--- src/hw/rtl/qrsbd_pkg.sv ---
// Package for the QRS boundary detector: controller states and the
// command and status structs between controller and datapath.
// No dependencies.
package qrsbd_pkg;

  typedef enum logic [3:0] {
    ST_LOAD,
    ST_SETUP,
    ST_GRAD_GO,
    ST_GRAD_RUN,
    ST_SEL_GO,
    ST_SEL_RUN,
    ST_SCAN_GO,
    ST_SCAN_RUN,
    ST_COMMIT,
    ST_OUT
  } state_e;

  typedef enum logic [1:0] {
    PH_GRAD,
    PH_SEL,
    PH_SCAN
  } phase_e;

  // onset segment first, then end segment
  typedef enum logic {
    SEG_ONSET,
    SEG_END
  } seg_e;

  typedef struct packed {
    logic   load;        // sample request taken this cycle
    logic   load_last;   // ... and it closes the beat
    logic   setup;       // latch segment bounds, clear accumulators
    seg_e   seg;
    phase_e phase;
    logic   pass_go;     // restart the address counter
    logic   pass_run;    // step the address counter
    logic   sel_commit;  // settle one bit of the percentile
    logic   seg_commit;  // store this segment's result
    logic   out_load;    // move results to the output register
  } cmd_t;

  typedef struct packed {
    logic pass_done;
    logic short_seg;
    logic bit_zero;
    logic out_free;
  } status_t;

  localparam logic [8:0] WINDOW_RESET = 9'd100;
  localparam int unsigned REG_WINDOW = 0;

endpackage

--- src/hw/rtl/qrsbd_ctrl.sv ---
// Controller state machine of the QRS boundary detector.
// Depends on qrsbd_pkg.
module qrsbd_ctrl (
  input  logic                clk_i,
  input  logic                rst_ni,
  input  logic                in_valid_i,
  input  logic                in_last_i,
  output logic                in_ready_o,
  input  qrsbd_pkg::status_t  status_i,
  output qrsbd_pkg::cmd_t     cmd_o
);

  qrsbd_pkg::state_e state_q, state_d;
  qrsbd_pkg::seg_e   seg_q, seg_d;

  always_ff @(posedge clk_i or negedge rst_ni) begin
    if (!rst_ni) begin
      state_q <= qrsbd_pkg::ST_LOAD;
      seg_q   <= qrsbd_pkg::SEG_ONSET;
    end else begin
      state_q <= state_d;
      seg_q   <= seg_d;
    end
  end

  always_comb begin
    state_d = state_q;
    seg_d   = seg_q;
    unique case (state_q)
      qrsbd_pkg::ST_LOAD: begin
        if (in_valid_i && in_last_i) begin
          state_d = qrsbd_pkg::ST_SETUP;
          seg_d   = qrsbd_pkg::SEG_ONSET;
        end
      end
      qrsbd_pkg::ST_SETUP: begin
        state_d = status_i.short_seg ? qrsbd_pkg::ST_COMMIT : qrsbd_pkg::ST_GRAD_GO;
      end
      qrsbd_pkg::ST_GRAD_GO: state_d = qrsbd_pkg::ST_GRAD_RUN;
      qrsbd_pkg::ST_GRAD_RUN: begin
        if (status_i.pass_done) state_d = qrsbd_pkg::ST_SEL_GO;
      end
      qrsbd_pkg::ST_SEL_GO: state_d = qrsbd_pkg::ST_SEL_RUN;
      qrsbd_pkg::ST_SEL_RUN: begin
        if (status_i.pass_done) begin
          state_d = status_i.bit_zero ? qrsbd_pkg::ST_SCAN_GO : qrsbd_pkg::ST_SEL_GO;
        end
      end
      qrsbd_pkg::ST_SCAN_GO: state_d = qrsbd_pkg::ST_SCAN_RUN;
      qrsbd_pkg::ST_SCAN_RUN: begin
        if (status_i.pass_done) state_d = qrsbd_pkg::ST_COMMIT;
      end
      qrsbd_pkg::ST_COMMIT: begin
        if (seg_q == qrsbd_pkg::SEG_ONSET) begin
          state_d = qrsbd_pkg::ST_SETUP;
          seg_d   = qrsbd_pkg::SEG_END;
        end else begin
          state_d = qrsbd_pkg::ST_OUT;
        end
      end
      qrsbd_pkg::ST_OUT: begin
        if (status_i.out_free) state_d = qrsbd_pkg::ST_LOAD;
      end
      default: state_d = qrsbd_pkg::ST_LOAD;
    endcase
  end

  always_comb begin
    cmd_o       = '0;
    cmd_o.seg   = seg_q;
    cmd_o.phase = qrsbd_pkg::PH_GRAD;
    in_ready_o  = 1'b0;
    unique case (state_q)
      qrsbd_pkg::ST_LOAD: begin
        in_ready_o      = 1'b1;
        cmd_o.load      = in_valid_i;
        cmd_o.load_last = in_valid_i && in_last_i;
      end
      qrsbd_pkg::ST_SETUP: cmd_o.setup = 1'b1;
      qrsbd_pkg::ST_GRAD_GO: cmd_o.pass_go = 1'b1;
      qrsbd_pkg::ST_GRAD_RUN: cmd_o.pass_run = 1'b1;
      qrsbd_pkg::ST_SEL_GO: begin
        cmd_o.phase   = qrsbd_pkg::PH_SEL;
        cmd_o.pass_go = 1'b1;
      end
      qrsbd_pkg::ST_SEL_RUN: begin
        cmd_o.phase      = qrsbd_pkg::PH_SEL;
        cmd_o.pass_run   = 1'b1;
        cmd_o.sel_commit = status_i.pass_done;
      end
      qrsbd_pkg::ST_SCAN_GO: begin
        cmd_o.phase   = qrsbd_pkg::PH_SCAN;
        cmd_o.pass_go = 1'b1;
      end
      qrsbd_pkg::ST_SCAN_RUN: begin
        cmd_o.phase    = qrsbd_pkg::PH_SCAN;
        cmd_o.pass_run = 1'b1;
      end
      qrsbd_pkg::ST_COMMIT: cmd_o.seg_commit = 1'b1;
      qrsbd_pkg::ST_OUT: cmd_o.out_load = status_i.out_free;
      default: ;
    endcase
  end

  a_last_starts_setup: assert property (@(posedge clk_i) disable iff (!rst_ni)
    (state_q == qrsbd_pkg::ST_LOAD && in_valid_i && in_last_i)
      |=> (state_q == qrsbd_pkg::ST_SETUP && seg_q == qrsbd_pkg::SEG_ONSET))
    else $error("beat close did not start the onset segment");

  a_sel_to_scan: assert property (@(posedge clk_i) disable iff (!rst_ni)
    (state_q == qrsbd_pkg::ST_SEL_RUN && status_i.pass_done && status_i.bit_zero)
      |=> (state_q == qrsbd_pkg::ST_SCAN_GO))
    else $error("percentile search did not hand over to the scan");

  a_end_after_onset: assert property (@(posedge clk_i) disable iff (!rst_ni)
    (state_q == qrsbd_pkg::ST_OUT) |-> (seg_q == qrsbd_pkg::SEG_END))
    else $error("result released before the end segment was done");

endmodule

--- config.mk ---
export PLATFORM = sky130hd
export DESIGN_NAME = qrsbd_ctrl
export DESIGN_NICKNAME = d
export VERILOG_FILES = /design/src/hw/rtl/qrsbd_pkg.sv /design/src/hw/rtl/qrsbd_ctrl.sv
export SDC_FILE = /design/constraint.sdc
export NUM_CORES = 1
export LEC_CHECK = 0
export BUFFER_PORTS_ARGS = -buffer_cell sky130_fd_sc_hd__buf_2
export CORE_AREA = 2 2 39 41
export CTS_CLUSTER_DIAMETER = 200
export DETAILED_ROUTE_END_ITERATION = 10
export DIE_AREA = 0 0 41 43
export RECOVER_POWER = 25
export REMOVE_ABC_BUFFERS = 1
export SYNTH_ARGS = -nofsm -noshare
export SYNTH_HDL_FRONTEND = slang
export SYNTH_SLANG_ARGS = --single-unit
export TNS_END_PERCENT = 30
--- constraint.sdc ---
create_clock -name clk_i -period 3.2 [get_ports clk_i]
set_input_delay 0.64 -clock clk_i [delete_from_list [all_inputs] [get_ports clk_i]]
set_output_delay 0.64 -clock clk_i [all_outputs]
set_load 0.005 [all_outputs]
==> flow_metrics.env <==
export IMPL_placement_io_buffers=19
export IMPL_num_rows=14
export IMPL_reg2regPathDepth=3
export IMPL_coreArea_sq_um=1384
export IMPL_drtPass1Iterations=4
export IMPL_fmax_ghz=0.4646
export IMPL_grt_pass1_wl_microns=1152
export IMPL_synth_common_cells="nand2_1, nor2_1, dfrtp_1"
export IMPL_drive_above_1_share_pct=36.92
export IMPL_synth_area_per_cell_sq_um=8.654
export IMPL_cpPeakStageDelay_ps=510
export IMPL_drt_total_wl_microns=823
export IMPL_cts_buffers=3
export IMPL_drtIter0Drc=8
export IMPL_worst_pin_slew_ps=405.1
export IMPL_p_per_area_nw_per_um2=931.5
export IMPL_ant_nets=0
export IMPL_path_clk_slew_ps=40
export IMPL_clock_path_buffers=2
export IMPL_dp_hpwl_microns=616
export IMPL_critPathSlowestCell="dfrtp_1"
export IMPL_cp_end_kind="primary output"
export IMPL_synth_cells=48
export IMPL_post_cts_buffers=0
export IMPL_wire_per_inst_microns=10.16
export IMPL_setup_ws_ps=1048
export IMPL_finalCritPeriodShare_pct=67.26
export IMPL_highest_layer="met3"
export IMPL_initial_utilization_pct=30.02
export IMPL_ir_drop_v=0.0003130
export IMPL_postPlaceCellArea_sq_um=478.0
export IMPL_hold_path_class="in -> async"
export IMPL_grt_pass1_vias=296
export IMPL_dr_wl_met3_microns=77
export IMPL_antenna_found_initial=0
export IMPL_tritoncts="yes"
export IMPL_final_hold_viol_count=0
export IMPL_finClkSkew_ps=1.537
export IMPL_worstSetupPathType="reg -> out"
export IMPL_rr_endpoint="state_q[3]"
export IMPL_whs_ps=237.6
export IMPL_area_delta_synth_final_pct=21.08
export IMPL_slew_headroom_pct=72.89
export IMPL_synth_distinct_cells=27
export IMPL_final_cell_area_sq_um=503.0
export IMPL_cts_resized_gates=0
export IMPL_post_route_drc_count=0
export IMPL_htreeDepth=1
export IMPL_fp_dieH_microns=43
export IMPL_clk_latency_ps=240
export IMPL_instances_no_fill=81
export IMPL_clock_sinks=5
export IMPL_hold_buffers=0
export IMPL_synth_seq_cells=5
export IMPL_period_minus_slack_ps=2152
export IMPL_nNetsFinal=74
export IMPL_synth_edff_count=0
export IMPL_design_die_area_sq_um=1763
export IMPL_cap_violations=0
export IMPL_gr_usage_all_layers_pct=9.818
export IMPL_antennaDiodeCount=0
export IMPL_crit_chain="nor2_1 -> nand2_1 -> nor2_1 -> buf_2"
export IMPL_place_gp_congestion=0.6928
export IMPL_critPathRequiredTime_ps=2560
export IMPL_rrSetupSlack_ps=1710
export IMPL_grt_max_degree=14
export IMPL_finalSetupViolCount=0
export IMPL_vias=388
export IMPL_yosys_warnings=0
export IMPL_yosys_top_cells_area="dfrtp_1, buf_4, nand2_1"
export IMPL_netlist_area_sq_um=415.4
export IMPL_drv_slew=0
export IMPL_grt_overflow=0
export IMPL_setup_tns_final_ps=0
export IMPL_status="complete, no violations"
export IMPL_power_leakage_nw=0.2552
export IMPL_ios=20
export IMPL_viasPerCell=4.790
export IMPL_ys_seq_area_share_pct=30.12
export IMPL_dp_cells=77
export IMPL_place_ws_ps=1312
export IMPL_worst_path_max_fanout=12
export IMPL_total_power_mw=0.4685
export IMPL_rr_startpoint="state_q[1]"
export IMPL_synth_top_area_share_pct=30.12
export IMPL_arrival_ps=1510
export IMPL_clock_root_buffer="clkbuf_4"
export IMPL_dr_wl_met2_microns=342
export IMPL_wl_met1_microns=403
export IMPL_yosys_area_top_type="dfrtp_1"
export IMPL_critPathMostFrequentCell="nor2_1"
export IMPL_ys_flop_type="dfrtp_1"
export IMPL_async_reset_ff_share_pct=100.0
export IMPL_utilization_pct=36.35
export IMPL_cp_start_kind="flip-flop"
export IMPL_rsz0062_at_grt="no"
export IMPL_die_w_microns=41
## layout make-up
class / instances / area, sq um
clock buffers: 4 / 26.28
flip-flops and latches: 5 / 125.1
well taps: 16 / 20.02
multi-input cells: 37 / 237.7
repair buffers: 19 / 93.84
fillers: 161 / 880.8
## critical path, delay by kind of cell, from the launching register on
| kind | cells | cell delay (ps) |
|---|---|---|
| simple gates | 3 | 650 |
| flops | 1 | 510 |
| buf+inv | 1 | 110 |
## layout by cell type, fill, tap and decap left out
| cell type | n |
|---|---|
| nand3_1 | 1 |
| xor2_1 | 1 |
| and3b_1 | 1 |
| o41ai_1 | 1 |
| a31o_2 | 1 |
| nor3b_1 | 1 |
| dfrtp_1 | 5 |
| nor2b_1 | 1 |
| and2_1 | 1 |
| and3_1 | 3 |
| a221oi_1 | 1 |
| a21oi_1 | 1 |
| clkbuf_4 | 3 |
| a21o_1 | 1 |
| buf_2 | 18 |
| o2111ai_1 | 1 |
| a221oi_2 | 1 |
| or3b_1 | 1 |
| nor3_1 | 3 |
| clkbuf_1 | 2 |
| nand2_1 | 6 |
| nor2_1 | 6 |
| nand2b_1 | 1 |
| nor4_4 | 1 |
| o21ai_0 | 2 |
| o21bai_1 | 1 |
## power breakdown
part	internal, mW	switching, mW	leakage [nW]
sequential	0.0923	0.0824	0.0638
combinational	0.122	0.101	0.176
clock	0.0470	0.0233	0.0150
total	0.261	0.207	0.255
## kinds of logic after synthesis
kind of cell / share of synthesized area, %
compound gates: 19.28
xor+xnor: 2.109
buf+inv: 12.65
flops: 30.12
simple gates: 35.85
## per-layer routing
metal	up-vias	global-route usage (%)
met3	0	1.571
li1	204	-
met2	17	11.25
met1	167	14.19
met5	-	0
met4	0	10.00
## registers in the layout, summed over array words and instances (netlist names)
signal / flops
state_q: 4
seg_q: 1
## worst max path at each step
stage | startpoint | endpoint | slack [ps] | cells after the start
finish | state_q[1] | cmd_o[0] | 1050 | 4
global route | state_q[1] | cmd_o[0] | 850 | 4
CTS | state_q[1] | cmd_o[0] | 1040 | 4
detailed placement | state_q[1] | cmd_o[0] | 1310 | 4
global placement | state_q[1] | cmd_o[0] | 1340 | 4
floorplan | state_q[0] | cmd_o[9] | 1500 | 2
(Power assumes the default switching activity.)
